**src/hw/rtl/rdq_pkg.sv**
```systemverilog
`default_nettype none

package rdq_pkg;

    localparam int SLOTS = 64;
    localparam int PTR_W = $clog2(SLOTS);

    localparam logic [PTR_W-1:0] PTR_LAST = PTR_W'(SLOTS - 1);

    localparam logic [1:0] CMD_PUSH_BACK  = 2'd0;
    localparam logic [1:0] CMD_PUSH_FRONT = 2'd1;
    localparam logic [1:0] CMD_POP_FRONT  = 2'd2;

    localparam logic [1:0] ST_OK    = 2'd0;
    localparam logic [1:0] ST_FULL  = 2'd1;
    localparam logic [1:0] ST_EMPTY = 2'd2;

    typedef struct packed {
        logic [1:0]  cmd;
        logic [31:0] data_in;
    } t_in_word;

    typedef struct packed {
        logic [31:0] data_out;
        logic [1:0]  status;
        logic [5:0]  occupancy;
    } t_out_word;

    function automatic logic [PTR_W-1:0] slot_next(input logic [PTR_W-1:0] s);
        return (s == PTR_LAST) ? '0 : s + PTR_W'(1);
    endfunction

    function automatic logic [PTR_W-1:0] slot_prev(input logic [PTR_W-1:0] s);
        return (s == '0) ? PTR_LAST : s - PTR_W'(1);
    endfunction

endpackage

`default_nettype wire

```
**src/hw/rtl/rdq_ram.sv**
```systemverilog
`default_nettype none

module rdq_ram #(
    parameter int WIDTH = 32,
    parameter int DEPTH = 64
) (
    input  wire logic                     i_clk,
    input  wire logic                     i_we,
    input  wire logic [$clog2(DEPTH)-1:0] i_waddr,
    input  wire logic [WIDTH-1:0]         i_wdata,
    input  wire logic                     i_re,
    input  wire logic [$clog2(DEPTH)-1:0] i_raddr,
    output logic      [WIDTH-1:0]         o_rdata
);

    logic [WIDTH-1:0] r_mem [DEPTH];

    always_ff @(posedge i_clk) begin
        if (i_we) begin
            r_mem[i_waddr] <= i_wdata;
        end
        if (i_re) begin
            o_rdata <= r_mem[i_raddr];
        end
    end

endmodule

`default_nettype wire

```
**src/hw/rtl/ring_deque_front_back_push.sv**
```systemverilog
`default_nettype none

// Circular deque of rdq_pkg::SLOTS - 1 words held in a single-port-write RAM ring.
// Each accepted word is one command (push at back, push at front or pop from the
// front) and yields exactly one result word in the next cycle, carrying the popped
// data, a status code and the occupancy after the command. A command is taken in
// every cycle while the result register is empty or being drained, so the block
// sustains one command per cycle; the rate is set by the single RAM write and read
// port, which each command uses at most once. A push onto a full deque is rejected
// and a pop on an empty one returns zero with the empty status.

module ring_deque_front_back_push (
    input  wire logic              i_clk,
    input  wire logic              i_rst_n,
    input  wire logic              i_in_valid,
    output logic                   o_in_stall,
    input  wire rdq_pkg::t_in_word i_in_word,
    output logic                   o_out_valid,
    input  wire logic              i_out_stall,
    output rdq_pkg::t_out_word     o_out_word
);

    logic [rdq_pkg::PTR_W-1:0] r_head_gap;
    logic [rdq_pkg::PTR_W-1:0] r_tail_slot;
    logic [rdq_pkg::PTR_W-1:0] n_head_gap;
    logic [rdq_pkg::PTR_W-1:0] n_tail_slot;

    logic        r_out_valid;
    logic        r_pop_ok;
    logic [1:0]  r_status;
    logic [5:0]  r_occupancy;
    logic        n_pop_ok;
    logic [1:0]  n_status;
    logic [5:0]  n_occupancy;

    logic                      accept;
    logic                      ram_we;
    logic [rdq_pkg::PTR_W-1:0] ram_waddr;
    logic                      ram_re;
    logic [31:0]               ram_rdata;
    logic [rdq_pkg::PTR_W-1:0] back_slot;
    logic [rdq_pkg::PTR_W-1:0] front_slot;
    logic [rdq_pkg::PTR_W:0]   count;

    assign o_in_stall = r_out_valid && i_out_stall;
    assign accept     = i_in_valid && !o_in_stall;

    assign back_slot  = rdq_pkg::slot_next(r_tail_slot);
    assign front_slot = rdq_pkg::slot_prev(r_head_gap);

    always_comb begin
        n_head_gap  = r_head_gap;
        n_tail_slot = r_tail_slot;
        n_status    = rdq_pkg::ST_OK;
        n_pop_ok    = 1'b0;
        ram_we      = 1'b0;
        ram_waddr   = back_slot;
        unique case (i_in_word.cmd)
            rdq_pkg::CMD_PUSH_BACK: begin
                if (back_slot == r_head_gap) begin
                    n_status = rdq_pkg::ST_FULL;
                end else begin
                    ram_we      = 1'b1;
                    n_tail_slot = back_slot;
                end
            end
            rdq_pkg::CMD_PUSH_FRONT: begin
                ram_waddr = r_head_gap;
                if (front_slot == r_tail_slot) begin
                    n_status = rdq_pkg::ST_FULL;
                end else begin
                    ram_we     = 1'b1;
                    n_head_gap = front_slot;
                end
            end
            rdq_pkg::CMD_POP_FRONT: begin
                if (r_head_gap == r_tail_slot) begin
                    n_status = rdq_pkg::ST_EMPTY;
                end else begin
                    n_pop_ok   = 1'b1;
                    n_head_gap = rdq_pkg::slot_next(r_head_gap);
                end
            end
            default: begin
            end
        endcase
        if (n_tail_slot >= n_head_gap) begin
            count = {1'b0, n_tail_slot} - {1'b0, n_head_gap};
        end else begin
            count = {1'b0, n_tail_slot} + (rdq_pkg::PTR_W + 1)'(rdq_pkg::SLOTS)
                    - {1'b0, n_head_gap};
        end
        n_occupancy = 6'(count);
    end

    assign ram_re = accept && n_pop_ok;

    rdq_ram #(
        .WIDTH(32),
        .DEPTH(rdq_pkg::SLOTS)
    ) u_ram (
        .i_clk  (i_clk),
        .i_we   (accept && ram_we),
        .i_waddr(ram_waddr),
        .i_wdata(i_in_word.data_in),
        .i_re   (ram_re),
        .i_raddr(n_head_gap),
        .o_rdata(ram_rdata)
    );

    always_ff @(posedge i_clk) begin
        if (!i_rst_n) begin
            r_head_gap  <= rdq_pkg::PTR_LAST;
            r_tail_slot <= rdq_pkg::PTR_LAST;
            r_out_valid <= 1'b0;
        end else begin
            if (accept) begin
                r_head_gap  <= n_head_gap;
                r_tail_slot <= n_tail_slot;
                r_out_valid <= 1'b1;
            end else if (!i_out_stall) begin
                r_out_valid <= 1'b0;
            end
        end
    end

    always_ff @(posedge i_clk) begin
        if (accept) begin
            r_pop_ok    <= n_pop_ok;
            r_status    <= n_status;
            r_occupancy <= n_occupancy;
        end
    end

    assign o_out_valid          = r_out_valid;
    assign o_out_word.data_out  = r_pop_ok ? ram_rdata : 32'd0;
    assign o_out_word.status    = r_status;
    assign o_out_word.occupancy = r_occupancy;

endmodule

`default_nettype wire
```
**config.mk**
```make
export PLATFORM = sky130hd
export DESIGN_NAME = ring_deque_front_back_push
export DESIGN_NICKNAME = d
export VERILOG_FILES = /design/src/hw/rtl/rdq_pkg.sv /design/src/hw/rtl/rdq_ram.sv /design/src/hw/rtl/ring_deque_front_back_push.sv
export SDC_FILE = /design/constraint.sdc
export NUM_CORES = 2
export LEC_CHECK = 0
export ABC_AREA = 0
export BUFFER_PORTS_ARGS = -buffer_cell sky130_fd_sc_hd__buf_2
export CORE_MARGIN = 2
export CORE_UTILIZATION = 57
export CTS_CLUSTER_DIAMETER = 50
export DETAILED_ROUTE_END_ITERATION = 8
export MAX_ROUTING_LAYER = met4
export PLACE_DENSITY = 0.76
export SYNTH_ARGS = -nofsm -noshare
export SYNTH_HDL_FRONTEND = slang
export SYNTH_SLANG_ARGS = --single-unit
```
**constraint.sdc**
```tcl
create_clock -name i_clk -period 4.8 [get_ports i_clk]
set_input_delay 0 -clock i_clk [delete_from_list [all_inputs] [get_ports i_clk]]
set_output_delay 0 -clock i_clk [all_outputs]
set_load 0.03 [all_outputs]
```
==> metrics.txt <==
Slew Limit Fails=0; ratio of routed vias to standard cells=6.77; Compound-Gate Fraction of Synth Area=between 4 and 5%; die footprint=146000 µm²; Yosys Warn Count=0; DP HPWL=approximately 120000 µm; GRT Util Overall=a little under a third; Post-Synth Simple-Gate Area=under 10%; Slew @ Worst Pin=1.26 ns; initial antenna violation count=0; startpoint types=register; Antenna Nets Post-Route=0; flip-flop and latch area=approximately 63000 µm²; register area share after synthesis=77.5%; Layout Nets=4715; Post-synth EDFFs=2089; Clock transition at path regs=approximately 0.070 ns; critical path arrival=about 5.4 ns; Port-buffer cells=79; library cells used by synthesis=70; crit path kind=register to register; R2R Setup Slk=-0.03 ns; Max transition margin=roughly 16%; Inserted Diodes=0; CTS Buffer Depth=3; Final Total Pwr=42200 µW; setup ws final=-0.0305 ns; share of cells above drive strength 1=about 24%; FFs w/ async S/R, synth=0%; DP Cell Count=6296; TritonCTS Buffers=about 210; vias in the first global route=about 45k; largest net degree at the start of global routing=76; Ports=80; core area=142000 µm²; WL final=around 220000 µm; Post-Syn Area per Cell=19.1 µm²; mux share of post-synthesis cell area=roughly 11%; Sw Pwr=10500 µW; clk_lat worst skew=approximately 0.84 ns; Syn Inst Count=4262; CTS tree=done; Worst path max stage delay=about 0.53 ns; Tmin final=4.83 ns; H-tree levels=4; root buf cell=clkbuf_16; setup violators final=2; Mapped Area=a little over 80000 µm²; Die X=around 380 µm; multi-input logic area=roughly 18000 µm²; Internal=between 30000 and 40000 µW; Main synth FF type=edfxtp_1; crit path capture type=register; VDD IR max=0.363 mV; fin cells=just under 7k; metal3 WL=around 27000 µm; min-delay worst type=primary input to register; Syn Nets=approximately 4.3k; grt ovf=0; Clk pwr share=37.4%; initial core utilization=57.4%; largest family of logic cells by synthesized area=multiplexers; xor-xnor portion of the synthesized cell area=0.280%; PD cells=between 400 and 500 nW/µm²; area delta synth->final=16.0%; CTS sink cnt=about 2.1k; critical-path cell list=inv_2 -> ha_4 -> or3b_4 -> o311a_1 -> a211o_1 -> a211o_4 -> buf_4 -> a221o_4 -> buf_12 -> buf_12 -> buf_4 -> mux4_2 -> a22oi_1 -> nand4_1 -> or3_1; Synth Register Bits=~2.1k; Util after Layout=66.6%; worst-path maximum fanout=13; switching part of the total=approximately 25%; fmax=approximately 0.21 GHz; Die Span Y=between 300 and 400 µm; wire length on met2=about 100000 µm; Combinational Power Share=between 10 and 15%; DRC violation count after routing=0; highest metal used=met4; violated checks=negative setup slack; status=finished with violations; 1st-iter DRT viols=6894; first-pass GRT wire length=approximately 310000 µm; Worst Path Required=about 5.4 ns; GPL Wtd Cong=0.955; Leak=between 0.03 and 0.04 µW; Synth Area in Adders=less than 1%; MaxCap Viol Count=0; met1 wire length=79300 µm; CP max stage cell=a221o_4; WL/cell=~32 µm; Fillers=approximately 8.8k; Post-Route Skew=~0.026 ns; DRT Pass-1 Iters=8; part of the cycle the worst path needs=101%; row cnt=~140; total number of vias=45.5k; Fin. Hold Viols=0; sequential share of power=48.5%
## power groups by stage
stage / registers, µW / logic, µW / clock network, µW
after floorplan: 20800 / 3420 / 0
after global placement: 20800 / 5640 / 0
after detailed placement: 20800 / 5730 / 0
after CTS: 20400 / 5840 / 15900
after global routing: 20400 / 6250 / 16600
final: 20400 / 5950 / 15800
## stage by stage
step	setup TNS, ns	setup WS, ns	area (µm²)	hold WS [ns]
floorplan	0	0.0468	81300	0.0762
global placement	-1.51	-0.199	87000	0.226
detailed placement	-2.73	-0.264	87000	0.227
CTS	0	0.00364	94000	0.000964
global route	-0.112	-0.0388	94300	0.0498
finish	-0.0503	-0.0305	94300	0.0538
## metal layers
layer | vias up | GRT usage, %
met2 | 3462 | 45.7
met1 | 23300 | 42.1
met4 | 0 | 12.1
met5 | - | -
met3 | 560 | 6.79
li1 | 18200 | -
## registers in the layout, summed over array words and instances, names as in the netlist
name and cells:
o_out_valid 1, r_head_gap 6, r_occupancy 6, r_pop_ok 1, r_status 2, r_tail_slot 6, u_ram.o_rdata 32, u_ram.r_mem 2048
## cells by family after synthesis
group	Yosys count
DFF	2102
and+or+nand+nor	873
AOI/OAI and AO/OA	540
muxes	444
adders and majority gates	13
buffers and inverters	264
xor gates and xnor gates	26
## final timing paths
| path | cells after the start | start | end |
|---|---|---|---|
| worst max register to register | 15 | r_head_gap[0] | u_ram.o_rdata[21] |
| worst max-delay path | 15 | r_head_gap[0] | u_ram.o_rdata[21] |
| worst min register to register | 2 | r_head_gap[4] | r_head_gap[4] |
| worst min-delay path | 3 | i_rst_n | r_tail_slot[2] |
## layout by cell type (no fill, tap or decap), types with 72 or more instances in the layout
master and n:
edfxtp_1 2089, nand2_1 495, mux4_2 364, buf_4 226, clkbuf_16 208, a21oi_1 171
a22oi_1 144, buf_12 89, mux2i_1 79, buf_2 79, nand3_1 72
## cell type report
class,count,share of cell area [%]
well taps,1890,2.51
inverters,18,0.0823
flip-flops and latches,2102,66.8
clock buffers,241,5.65
clock inverters,138,1.37
repair buffers,442,4.66
multi-input cells,1896,18.9
## critical path, delay by kind of cell (launching register included)
| family | cells | cell delay (ns) |
|---|---|---|
| AOI/OAI and AO/OA | 5 | 1.67 |
| adders and majority gates | 1 | 0.13 |
| muxes | 1 | 0.44 |
| and+or+nand+nor | 3 | 1.21 |
| buffers and inverters | 5 | 0.77 |
| DFF | 1 | 0.33 |
## synth_stat cells (11+ instances only)
cell	instances	area (µm²)
a211oi_1	17	128
a21o_1	14	105
a21oi_1	175	876
a221oi_1	20	175
a22o_1	21	184
a22oi_1	150	1130
a311oi_1	15	131
a31oi_1	23	144
and2_1	39	244
and3_1	55	344
and4_1	12	105
buf_1	30	113
buf_2	87	435
buf_4	15	113
buf_6	11	124
clkbuf_1	103	387
dfxtp_1	13	260
edfxtp_1	2089	62700
ha_1	11	138
inv_1	13	48.8
mux2i_1	79	791
mux4_2	364	8200
nand2_1	495	1860
nand3_1	72	360
nand4_1	58	363
nor2_1	89	334
nor3_1	11	55.1
o211ai_1	32	240
o21ai_0	24	120
xnor2_1	16	140
## timing repair
action	CTS	global route
cloned	0	1
pin swaps	1	9
endpoints found under the setup margin	29	26
hold buffers	41	0
resized for setup	9	24
endpoints found under the hold margin	1738	0
buffers inserted	4	6
Power figures use the tool's default switching activity.
